===== src/rtl/tfcm_pkg.sv =====
// Shared types and constants for the thermal false-color palette pipeline.
package tfcm_pkg;

   localparam int TEMP_W    = 16;            // temperature and bound width
   localparam int DIFF_W    = TEMP_W + 1;    // signed differences against the low bound
   localparam int RATIO_W   = 16;            // unsigned Q0.16 ratio
   localparam int CHAN_W    = 8;             // one color byte
   localparam int GAIN_W    = 15;
   localparam int PROD_W    = 31;            // 25500 * ratio
   localparam int NUM_SHIFT = 16;
   localparam int NUM_W     = 14;            // scaled numerator, below 8700
   localparam int RECIP_W   = 11;
   localparam int RECIP_SHIFT = 16;
   localparam int EST_W     = 9;             // quotient estimate before correction
   localparam int DIVISOR_W = 6;

   localparam int DIV_STEPS = RATIO_W;       // one quotient bit per stage
   localparam int LATENCY   = DIV_STEPS + 6; // edges from accept to result strobe

   localparam logic [TEMP_W-1:0] LOW_TEMP_RESET  = 16'd0;
   localparam logic [TEMP_W-1:0] HIGH_TEMP_RESET = 16'd2560;

   localparam logic [RATIO_W-1:0] RATIO_ZERO  = 16'd0;
   localparam logic [RATIO_W-1:0] RATIO_MAX   = 16'hFFFF;
   localparam logic [RATIO_W-1:0] BREAK_HIGH  = 16'd43254;
   localparam logic [RATIO_W-1:0] BREAK_LOW   = 16'd21627;

   localparam logic [GAIN_W-1:0] PAL_GAIN     = 15'd25500;
   // 255 * 33 * 65536 and 255 * 100 * 65536
   localparam logic [PROD_W-1:0] MID_OFFSET   = 31'd551485440;
   localparam logic [PROD_W-1:0] HIGH_OFFSET  = 31'd1671168000;

   // floor(65536 / d); the estimate is then exact or one short
   localparam logic [RECIP_W-1:0]   RECIP_33   = 11'd1985;
   localparam logic [RECIP_W-1:0]   RECIP_34   = 11'd1927;
   localparam logic [DIVISOR_W-1:0] DIVISOR_33 = 6'd33;
   localparam logic [DIVISOR_W-1:0] DIVISOR_34 = 6'd34;

   localparam logic [CHAN_W-1:0] CHAN_FULL = 8'hFF;
   localparam logic [CHAN_W-1:0] CHAN_NONE = 8'h00;

   typedef enum logic [1:0] {
      RSEL_QUOT,
      RSEL_ZERO,
      RSEL_MAX
   } rsel_type;

   typedef enum logic [1:0] {
      BAND_LOW,
      BAND_MID,
      BAND_HIGH
   } band_type;

   typedef enum logic {
      CSR_LOW_TEMPERATURE  = 1'b0,
      CSR_HIGH_TEMPERATURE = 1'b1
   } csr_index_type;

   typedef struct packed {
      logic     valid;
      rsel_type rsel;
      logic     clamped;
   } ctl_type;

endpackage


===== src/rtl/tfcm_front.sv =====
// Front stages: offsets against the low bound, range checks and ratio override code.
module tfcm_front
   import tfcm_pkg::*;
(
   input  logic                clock,
   input  logic                reset,
   input  logic                accept,
   input  logic [TEMP_W-1:0]   temperature,
   input  logic [TEMP_W-1:0]   low_temperature,
   input  logic [TEMP_W-1:0]   high_temperature,
   output ctl_type             ctl_out,
   output logic [RATIO_W-1:0]  rem_out,
   output logic [RATIO_W-1:0]  span_out
);

   logic              valid_a_ff, valid_a_in;
   logic [DIFF_W-1:0] diff_a_ff, diff_a_in;
   logic [DIFF_W-1:0] span_a_ff, span_a_in;

   ctl_type            ctl_b_ff, ctl_b_in;
   logic [RATIO_W-1:0] rem_b_ff, rem_b_in;
   logic [RATIO_W-1:0] span_b_ff, span_b_in;

   always_comb begin
      valid_a_in = accept;
      diff_a_in  = {temperature[TEMP_W-1], temperature}
                 - {low_temperature[TEMP_W-1], low_temperature};
      span_a_in  = {high_temperature[TEMP_W-1], high_temperature}
                 - {low_temperature[TEMP_W-1], low_temperature};
   end

   always_comb begin
      ctl_b_in.valid = valid_a_ff;
      priority if ($signed(span_a_ff) <= $signed(DIFF_W'(0))) begin
         ctl_b_in.rsel    = RSEL_ZERO;
         ctl_b_in.clamped = 1'b1;
      end else if ($signed(diff_a_ff) < $signed(DIFF_W'(0))) begin
         ctl_b_in.rsel    = RSEL_ZERO;
         ctl_b_in.clamped = 1'b1;
      end else if ($signed(diff_a_ff) > $signed(span_a_ff)) begin
         ctl_b_in.rsel    = RSEL_MAX;
         ctl_b_in.clamped = 1'b1;
      end else if (diff_a_ff == span_a_ff) begin
         // ratio of exactly one does not fit Q0.16
         ctl_b_in.rsel    = RSEL_MAX;
         ctl_b_in.clamped = 1'b0;
      end else begin
         ctl_b_in.rsel    = RSEL_QUOT;
         ctl_b_in.clamped = 1'b0;
      end
      rem_b_in  = diff_a_ff[RATIO_W-1:0];
      span_b_in = span_a_ff[RATIO_W-1:0];
   end

   always_ff @(posedge clock) begin
      if (reset) begin
         valid_a_ff <= 1'b0;
         ctl_b_ff   <= '0;
      end else begin
         valid_a_ff <= valid_a_in;
         ctl_b_ff   <= ctl_b_in;
      end
   end

   always_ff @(posedge clock) begin
      diff_a_ff <= diff_a_in;
      span_a_ff <= span_a_in;
      rem_b_ff  <= rem_b_in;
      span_b_ff <= span_b_in;
   end

   assign ctl_out  = ctl_b_ff;
   assign rem_out  = rem_b_ff;
   assign span_out = span_b_ff;

endmodule


===== src/rtl/tfcm_div_step.sv =====
// One restoring division stage: one quotient bit of the Q0.16 ratio per clock.
module tfcm_div_step
   import tfcm_pkg::*;
(
   input  logic                clock,
   input  logic                reset,
   input  ctl_type             ctl_i,
   input  logic [RATIO_W-1:0]  rem_i,
   input  logic [RATIO_W-1:0]  quot_i,
   input  logic [RATIO_W-1:0]  span_i,
   output ctl_type             ctl_o,
   output logic [RATIO_W-1:0]  rem_o,
   output logic [RATIO_W-1:0]  quot_o,
   output logic [RATIO_W-1:0]  span_o
);

   ctl_type            ctl_ff, ctl_in;
   logic [RATIO_W-1:0] rem_ff, rem_in;
   logic [RATIO_W-1:0] quot_ff, quot_in;
   logic [RATIO_W-1:0] span_ff, span_in;

   logic [RATIO_W:0] twice;
   logic [RATIO_W:0] trial;
   logic             fits;

   always_comb begin
      twice   = {rem_i, 1'b0};
      trial   = twice - {1'b0, span_i};
      fits    = (twice >= {1'b0, span_i});
      ctl_in  = ctl_i;
      rem_in  = fits ? trial[RATIO_W-1:0] : twice[RATIO_W-1:0];
      quot_in = {quot_i[RATIO_W-2:0], fits};
      span_in = span_i;
   end

   always_ff @(posedge clock) begin
      if (reset) begin
         ctl_ff <= '0;
      end else begin
         ctl_ff <= ctl_in;
      end
   end

   always_ff @(posedge clock) begin
      rem_ff  <= rem_in;
      quot_ff <= quot_in;
      span_ff <= span_in;
   end

   assign ctl_o  = ctl_ff;
   assign rem_o  = rem_ff;
   assign quot_o = quot_ff;
   assign span_o = span_ff;

endmodule


===== src/rtl/tfcm_palette.sv =====
// Palette stages: ratio override, band scaling and division of the bytes by 33 or 34.
module tfcm_palette
   import tfcm_pkg::*;
(
   input  logic                clock,
   input  logic                reset,
   input  ctl_type             ctl_i,
   input  logic [RATIO_W-1:0]  quot_i,
   output logic                strobe,
   output logic [CHAN_W-1:0]   blue,
   output logic [CHAN_W-1:0]   green,
   output logic [CHAN_W-1:0]   red,
   output logic                clamped
);

   // stage 1: final ratio, band and 25500 * ratio
   logic               valid_1_ff, valid_1_in;
   logic               clamp_1_ff, clamp_1_in;
   band_type           band_1_ff, band_1_in;
   logic [PROD_W-1:0]  prod_1_ff, prod_1_in;
   logic [RATIO_W-1:0] ratio;

   // stage 2: numerators scaled down by 2^16
   logic               valid_2_ff, valid_2_in;
   logic               clamp_2_ff, clamp_2_in;
   band_type           band_2_ff, band_2_in;
   logic [NUM_W-1:0]   num_a_2_ff, num_a_2_in;
   logic [NUM_W-1:0]   num_b_2_ff, num_b_2_in;
   logic [PROD_W-1:0]  full_a, full_b;

   // stage 3: reciprocal estimates
   logic               valid_3_ff, valid_3_in;
   logic               clamp_3_ff, clamp_3_in;
   band_type           band_3_ff, band_3_in;
   logic [NUM_W-1:0]   num_a_3_ff, num_a_3_in;
   logic [NUM_W-1:0]   num_b_3_ff, num_b_3_in;
   logic [EST_W-1:0]   est_a_3_ff, est_a_3_in;
   logic [EST_W-1:0]   est_b_3_ff, est_b_3_in;
   logic [RECIP_W-1:0] recip_a;
   logic [NUM_W+RECIP_W-1:0] scaled_a, scaled_b;

   // stage 4: correction and byte selection
   logic               valid_4_ff, valid_4_in;
   logic               clamp_4_ff, clamp_4_in;
   logic [CHAN_W-1:0]  blue_4_ff, blue_4_in;
   logic [CHAN_W-1:0]  green_4_ff, green_4_in;
   logic [CHAN_W-1:0]  red_4_ff, red_4_in;
   logic [DIVISOR_W-1:0] div_a;
   logic [NUM_W:0]     rem_a, rem_b;
   logic [EST_W-1:0]   quo_a, quo_b;

   always_comb begin
      unique case (ctl_i.rsel)
         RSEL_QUOT: ratio = quot_i;
         RSEL_ZERO: ratio = RATIO_ZERO;
         RSEL_MAX:  ratio = RATIO_MAX;
         default:   ratio = RATIO_ZERO;
      endcase
      valid_1_in = ctl_i.valid;
      clamp_1_in = ctl_i.clamped;
      priority if (ratio >= BREAK_HIGH) begin
         band_1_in = BAND_HIGH;
      end else if (ratio >= BREAK_LOW) begin
         band_1_in = BAND_MID;
      end else begin
         band_1_in = BAND_LOW;
      end
      prod_1_in = PROD_W'(ratio) * PROD_W'(PAL_GAIN);
   end

   always_comb begin
      valid_2_in = valid_1_ff;
      clamp_2_in = clamp_1_ff;
      band_2_in  = band_1_ff;
      unique case (band_1_ff)
         BAND_HIGH: full_a = HIGH_OFFSET - prod_1_ff;
         BAND_MID:  full_a = prod_1_ff - MID_OFFSET;
         BAND_LOW:  full_a = prod_1_ff;
         default:   full_a = prod_1_ff;
      endcase
      full_b     = MID_OFFSET - prod_1_ff;
      num_a_2_in = full_a[NUM_SHIFT +: NUM_W];
      num_b_2_in = full_b[NUM_SHIFT +: NUM_W];
   end

   always_comb begin
      valid_3_in = valid_2_ff;
      clamp_3_in = clamp_2_ff;
      band_3_in  = band_2_ff;
      num_a_3_in = num_a_2_ff;
      num_b_3_in = num_b_2_ff;
      recip_a    = (band_2_ff == BAND_HIGH) ? RECIP_34 : RECIP_33;
      scaled_a   = (NUM_W+RECIP_W)'(num_a_2_ff) * (NUM_W+RECIP_W)'(recip_a);
      scaled_b   = (NUM_W+RECIP_W)'(num_b_2_ff) * (NUM_W+RECIP_W)'(RECIP_33);
      est_a_3_in = scaled_a[RECIP_SHIFT +: EST_W];
      est_b_3_in = scaled_b[RECIP_SHIFT +: EST_W];
   end

   always_comb begin
      valid_4_in = valid_3_ff;
      clamp_4_in = clamp_3_ff;
      div_a      = (band_3_ff == BAND_HIGH) ? DIVISOR_34 : DIVISOR_33;
      rem_a      = {1'b0, num_a_3_ff}
                 - (NUM_W+1)'(div_a) * (NUM_W+1)'(est_a_3_ff);
      rem_b      = {1'b0, num_b_3_ff}
                 - (NUM_W+1)'(DIVISOR_33) * (NUM_W+1)'(est_b_3_ff);
      // estimate is at most one short
      quo_a      = est_a_3_ff + EST_W'(rem_a >= (NUM_W+1)'(div_a));
      quo_b      = est_b_3_ff + EST_W'(rem_b >= (NUM_W+1)'(DIVISOR_33));
      unique case (band_3_ff)
         BAND_HIGH: begin
            red_4_in   = CHAN_FULL;
            green_4_in = quo_a[CHAN_W-1:0];
            blue_4_in  = quo_a[CHAN_W-1:0];
         end
         BAND_MID: begin
            red_4_in   = CHAN_FULL;
            green_4_in = quo_a[CHAN_W-1:0];
            blue_4_in  = CHAN_NONE;
         end
         BAND_LOW: begin
            red_4_in   = quo_a[CHAN_W-1:0];
            green_4_in = CHAN_FULL;
            blue_4_in  = quo_b[CHAN_W-1:0];
         end
         default: begin
            red_4_in   = CHAN_NONE;
            green_4_in = CHAN_NONE;
            blue_4_in  = CHAN_NONE;
         end
      endcase
   end

   always_ff @(posedge clock) begin
      if (reset) begin
         valid_1_ff <= 1'b0;
         valid_2_ff <= 1'b0;
         valid_3_ff <= 1'b0;
         valid_4_ff <= 1'b0;
      end else begin
         valid_1_ff <= valid_1_in;
         valid_2_ff <= valid_2_in;
         valid_3_ff <= valid_3_in;
         valid_4_ff <= valid_4_in;
      end
   end

   always_ff @(posedge clock) begin
      clamp_1_ff <= clamp_1_in;
      band_1_ff  <= band_1_in;
      prod_1_ff  <= prod_1_in;
      clamp_2_ff <= clamp_2_in;
      band_2_ff  <= band_2_in;
      num_a_2_ff <= num_a_2_in;
      num_b_2_ff <= num_b_2_in;
      clamp_3_ff <= clamp_3_in;
      band_3_ff  <= band_3_in;
      num_a_3_ff <= num_a_3_in;
      num_b_3_ff <= num_b_3_in;
      est_a_3_ff <= est_a_3_in;
      est_b_3_ff <= est_b_3_in;
      clamp_4_ff <= clamp_4_in;
      blue_4_ff  <= blue_4_in;
      green_4_ff <= green_4_in;
      red_4_ff   <= red_4_in;
   end

   assign strobe  = valid_4_ff;
   assign blue    = blue_4_ff;
   assign green   = green_4_ff;
   assign red     = red_4_ff;
   assign clamped = clamp_4_ff;

endmodule


===== src/rtl/thermal_false_color_map_top.sv =====
// Top level of the thermal false-color palette: bound registers and the pixel pipeline.
//
//  channel   ports                                   handshake
//  -------   -------------------------------------   -------------------------------
//  request   start, busy, req_temperature            taken when start and not busy
//  result    rsp_strobe, rsp_blue/green/red/clamped  one-cycle strobe, no back-pressure
//  config    csr_write_enable, csr_index, csr_write_data   written at the edge, no read-back
//
//  One item enters per cycle; busy is always low.
//  Each result strobes once its item has passed two front stages, sixteen divider
//  stages (one ratio bit each) and four palette stages.
//  Synchronous reset clears the valid chain and loads the bound registers
//  with 0 and 2560.
//  No stalls: the result side cannot hold the pipeline off.
module thermal_false_color_map_top
   import tfcm_pkg::*;
(
   input  logic               clock,
   input  logic               reset,
   input  logic               start,
   output logic               busy,
   input  logic [TEMP_W-1:0]  req_temperature,
   output logic               rsp_strobe,
   output logic [CHAN_W-1:0]  rsp_blue,
   output logic [CHAN_W-1:0]  rsp_green,
   output logic [CHAN_W-1:0]  rsp_red,
   output logic               rsp_clamped,
   input  logic               csr_write_enable,
   input  logic               csr_index,
   input  logic [TEMP_W-1:0]  csr_write_data
);

   logic [TEMP_W-1:0] low_temp_ff, low_temp_in;
   logic [TEMP_W-1:0] high_temp_ff, high_temp_in;
   logic              accept;

   ctl_type            ctl_chain  [DIV_STEPS+1];
   logic [RATIO_W-1:0] rem_chain  [DIV_STEPS+1];
   logic [RATIO_W-1:0] quot_chain [DIV_STEPS+1];
   logic [RATIO_W-1:0] span_chain [DIV_STEPS+1];

   assign busy   = 1'b0;
   assign accept = start & ~busy;

   always_comb begin
      low_temp_in  = low_temp_ff;
      high_temp_in = high_temp_ff;
      if (csr_write_enable) begin
         unique case (csr_index_type'(csr_index))
            CSR_LOW_TEMPERATURE:  low_temp_in  = csr_write_data;
            CSR_HIGH_TEMPERATURE: high_temp_in = csr_write_data;
            default:              low_temp_in  = low_temp_ff;
         endcase
      end
   end

   always_ff @(posedge clock) begin
      if (reset) begin
         low_temp_ff  <= LOW_TEMP_RESET;
         high_temp_ff <= HIGH_TEMP_RESET;
      end else begin
         low_temp_ff  <= low_temp_in;
         high_temp_ff <= high_temp_in;
      end
   end

   tfcm_front u_front (
      .clock            (clock),
      .reset            (reset),
      .accept           (accept),
      .temperature      (req_temperature),
      .low_temperature  (low_temp_ff),
      .high_temperature (high_temp_ff),
      .ctl_out          (ctl_chain[0]),
      .rem_out          (rem_chain[0]),
      .span_out         (span_chain[0])
   );

   assign quot_chain[0] = RATIO_ZERO;

   for (genvar i = 0; i < DIV_STEPS; i++) begin : g_div
      tfcm_div_step u_step (
         .clock  (clock),
         .reset  (reset),
         .ctl_i  (ctl_chain[i]),
         .rem_i  (rem_chain[i]),
         .quot_i (quot_chain[i]),
         .span_i (span_chain[i]),
         .ctl_o  (ctl_chain[i+1]),
         .rem_o  (rem_chain[i+1]),
         .quot_o (quot_chain[i+1]),
         .span_o (span_chain[i+1])
      );
   end

   tfcm_palette u_palette (
      .clock   (clock),
      .reset   (reset),
      .ctl_i   (ctl_chain[DIV_STEPS]),
      .quot_i  (quot_chain[DIV_STEPS]),
      .strobe  (rsp_strobe),
      .blue    (rsp_blue),
      .green   (rsp_green),
      .red     (rsp_red),
      .clamped (rsp_clamped)
   );

   // every taken item comes out after the fixed pipeline depth
   a_latency: assert property (@(posedge clock) disable iff (reset)
      accept |-> ##LATENCY rsp_strobe)
      else $error("result strobe missing after pipeline latency");

   // outside the top two bands green is full
   a_low_band_green: assert property (@(posedge clock) disable iff (reset)
      (rsp_strobe && rsp_red != CHAN_FULL) |-> rsp_green == CHAN_FULL)
      else $error("low band result without full green");

   // upper bands: blue is off or tracks green
   a_upper_blue: assert property (@(posedge clock) disable iff (reset)
      (rsp_strobe && rsp_red == CHAN_FULL) |->
         (rsp_blue == CHAN_NONE || rsp_blue == rsp_green))
      else $error("upper band blue inconsistent");

   // low band red and blue are truncations of complementary values
   a_low_band_sum: assert property (@(posedge clock) disable iff (reset)
      (rsp_strobe && rsp_red != CHAN_FULL) |->
         ({1'b0, rsp_red} + {1'b0, rsp_blue}) >= (CHAN_W+1)'(254))
      else $error("low band red plus blue out of range");

endmodule


===== config.mk =====
export PLATFORM = sky130hd
export DESIGN_NAME = thermal_false_color_map_top
export DESIGN_NICKNAME = d
export VERILOG_FILES = /design/src/rtl/tfcm_pkg.sv /design/src/rtl/tfcm_front.sv /design/src/rtl/tfcm_div_step.sv /design/src/rtl/tfcm_palette.sv /design/src/rtl/thermal_false_color_map_top.sv
export SDC_FILE = /design/constraint.sdc
export NUM_CORES = 2
export LEC_CHECK = 0
export ABC_AREA = 1
export BUFFER_PORTS_ARGS = -buffer_cell sky130_fd_sc_hd__buf_2
export CORE_MARGIN = 2
export CORE_UTILIZATION = 50
export CTS_BUF_LIST = sky130_fd_sc_hd__clkbuf_2
export CTS_CLUSTER_SIZE = 16
export DETAILED_ROUTE_END_ITERATION = 10
export PLACE_DENSITY_LB_ADDON = 0.1
export SETUP_SLACK_MARGIN = 0.5
export SYNTH_ARGS = -nofsm -noshare
export SYNTH_HDL_FRONTEND = slang
export SYNTH_SLANG_ARGS = --single-unit
export TNS_END_PERCENT = 30

===== constraint.sdc =====
create_clock -name clock -period 5 [get_ports clock]
set_input_delay 1 -clock clock [delete_from_list [all_inputs] [get_ports clock]]
set_output_delay 1 -clock clock [all_outputs]
set_load 0.01 [all_outputs]

### After elaboration in Yosys (flattened, before gate mapping)

Cells that the tools add are included.

* logic and storage cells: 234
* RAM bits: 0
* register bits after elaboration: 923
* latch bits: 0
* output and inout bits: 27
* memory bits (read-only): 0
* memories kept: 0
* bits of input ports: 37

* bitwise operators: 1
* $add $sub $neg: 24
* magnitude comparators: 23
* equal/unequal tests: 7
* $mul: 5
* shift-type cells: 0
* mux-type cells: 27
* reduce and logical (&&, ||, !) cells: 6
* div/mod/pow operators: 0

Operators with widths (number)
* $ge 17x16->1: 16
* $mux 16: 15
* $sub 16x16->16: 15
* $pmux 30 s2: 1
* $sub 30x30->30 const A: 2
* $pmux 8 s2: 3
* $sub 16x16->17: 2
* $pmux 16 s2: 1
* $sub 14x15->15: 2
* $sub 30x30->30 const B: 1
* $mul 16x13->28 const B: 1
* $mul 14x11->25: 1
* $mul 14x11->25 const B: 1
* $eq 17x17->1: 1
* $gt 17x17->1: 1
* $le 17x1->1 const B: 1
* $lt 17x1->1 const B: 1
* $add 8x1->8: 2
* $ge 16x15->1 const B: 1
* $ge 16x16->1 const B: 1
* $ge 15x6->1: 1
* $ge 15x6->1 const B: 1
* $mul 6x9->15: 1
* $mul 6x9->15 const A: 1
* 11 further kinds: 20

### Longest topological paths before layout

* depth in word-level cells: 7
* depth in mapped cells: 32
* mapped depth without buffers: 32

### Hierarchy

Synthesis repeated with hierarchy kept, for this count alone.

* cells, all modules: 8103
* area total of the unflattened synthesis: 61776.7 sq um

Modules (own cells, without submodules)
* tfcm_div_step: seq. area each 1041.0 sq um, area each 2397.3 sq um, cells an instance 320, times used 16
* tfcm_palette: seq. area each 2802.7 sq um, area each 18208.7 sq um, cells an instance 2303, times used 1
* tfcm_front: seq. area each 1421.4 sq um, area each 3870.0 sq um, cells an instance 503, times used 1
* thermal_false_color_map_top: seq. area each 640.6 sq um, area each 1341.3 sq um, cells an instance 177, times used 1

### Worst setup path before layout

OpenSTA, ideal clock, no wires.

* path type: reg2reg
* start point: register g_div[15].u_step.ctl_ff, in the netlist g_div[15].u_step.ctl_o[2]
* end point: register u_palette.prod_1_ff[23]
* data arrival time: 4.899 ns
* library setup time: 0.072 ns
* period minus slack after synthesis: 4.970 ns
* data required time: 4.928 ns
* buffers on the path: 1
* stages on the path, launching flop included: 22
* path slack: 0.030 ns
* path through: dfxtp_1 clkbuf_1 o21ai_0 inv_1 ha_1 inv_1 fa_1 inv_1 fa_1 inv_1 fa_1 fa_1 inv_1 ha_1 nand2_1 nor2_1 nand2_1 or2_2 nand2_1 nand2_1 nand2_1 xor2_1

* cells in the longest elaborated chain, start to end: 3
* elaborated cells on any way between the ends: 4
* those cells by class: 1 x mul; 1 x eq/ne; 1 x mux; 1 x reduce/logical

RTL lines
* start: declaration: line tfcm_div_step.sv:17 `ctl_type ctl_ff, ctl_in;`
* start signal: assignment: line tfcm_div_step.sv:40 `ctl_ff <= ctl_in;`
* $eq 2x2->1 or $logic_not 2->1 (tied branches): line tfcm_palette.sv:53 `unique case (ctl_i.rsel)`
* $pmux 16 s2 *: line tfcm_palette.sv:53
* $mul 16x13->28 *: line tfcm_palette.sv:68 `prod_1_in = PROD_W'(ratio) * PROD_W'(PAL_GAIN);`
* via u_palette.prod_1_in[23]: line tfcm_palette.sv:20 `logic [PROD_W-1:0] prod_1_ff, prod_1_in;`
* end signal: assignment: line tfcm_palette.sv:151 `prod_1_ff <= prod_1_in;`
* end: declaration: line tfcm_palette.sv:20

The timed path passes the listed nets; every way through them passes the cells marked *.
A chain may end at the register's enable or synchronous reset.

### Worst setup path after layout

* start point: register u_palette.num_a_2_ff[2]
* end point: register u_palette.est_a_3_ff[5]

* cells in the longest elaborated chain, start to end: 1

RTL lines
* start: declaration: line tfcm_palette.sv:27 `logic [NUM_W-1:0] num_a_2_ff, num_a_2_in;`
* start signal: assignment: line tfcm_palette.sv:154 `num_a_2_ff <= num_a_2_in;`
* $mul 14x11->25: line tfcm_palette.sv:93 `scaled_a = (NUM_W+RECIP_W)'(num_a_2_ff) * (NUM_W+RECIP_W)'(recip_a);`
* via u_palette.scaled_a[21]: line tfcm_palette.sv:40 `logic [NUM_W+RECIP_W-1:0] scaled_a, scaled_b;`
* end signal: assignment: line tfcm_palette.sv:160 `est_a_3_ff <= est_a_3_in;`
* end: declaration: line tfcm_palette.sv:37 `logic [EST_W-1:0] est_a_3_ff, est_a_3_in;`

The timed path passes the listed nets, and every way through them passes these cells.

==> reports/results.txt <==
status = completed
Synth Flop Type = dfxtp_1
Worst Path Arrival = 5930 ps
# H-tree levels = 4
I/O pin total = 64
cell with the most instances after synthesis = nand2_1
layout cell share with drive strength beyond 1 = 15.22%
fillers = 10,120
Post-synth EDFFs = 0
post-synthesis sequential area ratio = 34.95%
first-pass GRT wire length = 199,100 um
storage element area = 0.01850 mm2
Final nets = 7,595
CP required = 6360 ps
cells after synthesis = 6,360
ranking of synthesized cells by area = dfxtp_1, ha_1, nand2_1
R2R depth = 13
Multi-input gate area = 0.03065 mm2
Clock Sinks = 923
post-layout util = 55.98%
Initial Util = 50.30%
Clock Tree Root = clkbuf_2
ys async rst share = 0%
largest net degree at the start of global routing = 74
die span in x = 329.2 um
Die Height = 329.2 um
worst r2r src = u_palette.num_a_2_ff[2]
post-synth cell types = 57
mapped cell area = 0.05288 mm2
Die Area = 0.1084 mm2
Worst-Skew Late Latency = 1530 ps
final hold violations = 0
drt total wl = 120,600 um
Final min period = 4571 ps
CTS max path bufs = 3
DRC violations left = 0
Hold Crit Class = input port to flip-flop
area leader, netlist = dfxtp_1
FF-to-FF End = u_palette.est_a_3_ff[5]
reg-to-reg setup timing slack = 430 ps
Ys Warns = 0
number of global-route vias before repair = 40,320
Buffers on Ports = 62
Final Setup Violations = 0
DP Wirelength = 96,440 um
endpoint class of the critical path = flip-flop
Worst-Margin Slew = 1014 ps
area of the core = 0.1051 mm2
post-synth top area share = 34.95%
Clock Skew = 118.3 ps
Worst-path clk slew = 110 ps
Vias = 40,680
TNS Setup = 0 ps
RSZ-0062 raised after global routing = yes
First-pass DRT Iterations = 5
Starting DRT DRC Count = 2,311
CTS buffer count = 236
row cnt = 119
Synth Register Bits = 923
Pins Over Slew Limit = 0
CP Launch Type = flip-flop
vias per cell = 4.903
leading cell types by count after synthesis = nand2_1, inv_1, dfxtp_1
setup ws final = 428.8 ps
Mean Syn Cell Area = 8.314 um2
Period Utilization, post-route = 91.42%
GPL Wtd Cong = 0.9287
max frequency = 218.8 MHz
antenna-violating nets left = 0
crit path to = u_palette.est_a_3_ff[5]
Critical path origin = u_palette.num_a_2_ff[2]
Max-Cap Viols = 0
GRT Overall Usage = 22.59%
initial antenna violation count = 4
Layout area overhead = 11.29%
CTS tree = yes
kind of critical path = flip-flop to flip-flop
pre-CTS WS = 75.45 ps
CP Max Fanout = 7
post-DR wirelength/cell = 14.54 um
Rel. slew slack = 31.72%
Congestion Overflow GR = 0
==> final cells by class <==
class	count	share of cell area, %
Inverter	1089	7.050
Sequential cell	923	31.43
Antenna cell	5	0.02126
Timing Repair Buffer	190	2.566
Clock inverter	96	1.129
Clock buffer	324	2.756
Tap cell	1391	2.957
Multi-Input combinational cell	4278	52.09
==> metrics by stage <==
step,hold slack [ps],std cells,instance area (um2)
3_5_place_dp,312.1,7784,54850
4_1_cts,16.16,8286,58610
5_1_grt,144.5,8296,58850
6_report,271.1,8296,58850
2_1_floorplan,309.6,6361,53040
3_3_place_gp,310.0,7784,54850
==> how the worst min path moves through the flow <==
| stage | cells past startpoint | slack, ps | to | from |
|---|---|---|---|---|
| floorplan | 0 | 310 | g_div[10].u_step.quot_o[10] | g_div[9].u_step.quot_o[9] |
| global placement | 0 | 310 | g_div[14].u_step.quot_o[9] | g_div[13].u_step.quot_o[8] |
| detailed placement | 0 | 310 | g_div[13].u_step.quot_o[2] | g_div[12].u_step.quot_o[1] |
| CTS | 4 | 20 | high_temp_ff[13] | csr_write_data[13] |
| global route | 4 | 140 | high_temp_ff[3] | csr_write_data[3] |
| finish | 4 | 270 | high_temp_ff[5] | csr_write_data[5] |
==> cell usage in the layout (no fill, tap or decap), types with 20 or more instances in the layout <==
cell	netlist	final
inv_2	31	54
a31oi_1	22	20
nor2_2	23	42
inv_1	1042	1015
clkbuf_2	0	324
xnor2_1	124	124
xor2_1	161	161
nand3_1	256	250
clkinv_1	2	63
dfxtp_1	923	912
ha_1	627	590
nand4_1	40	40
ha_4	0	35
fa_1	213	213
nand2_1	1211	1188
buf_4	3	60
o21ai_1	30	40
nand2_2	113	129
nand3b_1	25	25
nor3_1	65	63
a21o_1	31	31
dlygate4sd3_1	0	56
o21ai_0	188	162
a21oi_1	437	412
o21bai_1	31	31
o21ai_2	167	173
nor2_1	425	402
a21oi_2	4	27
buf_2	9	61
==> critical path, stage by stage (launching register included) <==
cell,delay (ps)
dfxtp_1,660
fa_1,530
fa_1,530
fa_1,520
fa_1,510
fa_1,540
ha_4,310
nand2_1,90
nor2_2,130
nand4_1,190
o21ai_1,240
nand2_1,70
inv_1,60
nor2_2,50
==> logic make-up (layout without fill, tap and decap cells) <==
kind of cell	after synthesis	in the layout	synth area share, %
AO/OA/AOI/OAI	958	958	10.88
XOR/XNOR	285	285	4.721
adder cells (fa/ha/maj)	840	840	22.90
buffers and inverters	1160	1699	8.840
flip-flops	923	923	34.95
other	2	8	0.01420
AND/OR/NAND/NOR	2192	2192	17.70
==> registers in the layout, indices dropped and copies added (netlist names), 9 cells and up <==
| signal | cells |
|---|---|
| low_temp_ff | 16 |
| u_palette.num_b_3_ff | 14 |
| g_div.u_step.span_o | 240 |
| u_front.span_out | 16 |
| u_palette.num_b_2_ff | 14 |
| u_palette.num_a_3_ff | 14 |
| u_front.span_a_ff | 17 |
| u_palette.est_b_3_ff | 9 |
| u_palette.prod_1_ff | 28 |
| g_div.u_step.rem_o | 240 |
| u_palette.est_a_3_ff | 9 |
| u_front.diff_a_ff | 17 |
| g_div.u_step.ctl_o | 64 |
| g_div.u_step.quot_o | 136 |
| u_front.rem_out | 16 |
| u_palette.num_a_2_ff | 14 |
| high_temp_ff | 16 |
==> metal layers <==
metal  wire [um]  track usage [%]  vias to the layer above
li1            -                -                    21140
met1       58030            30.82                    18610
met2       54730            36.62                      765
met3        5512            3.842                      166
met4        2382            6.877                        0
met5           0                0                        -
==> what timing repair did <==
item                                    CTS  global route
pin swaps                                50            47
setup buffers                            25             5
hold buffers                             56             0
gates cloned                              1             0
endpoints found under the setup margin   47            47
hold endpoints to repair                117             0
gates resized for setup                 149            65
Power is left out: the tool's default activity adds up to more than one toggle a clock period on the data nets, which glitch-free logic cannot reach.
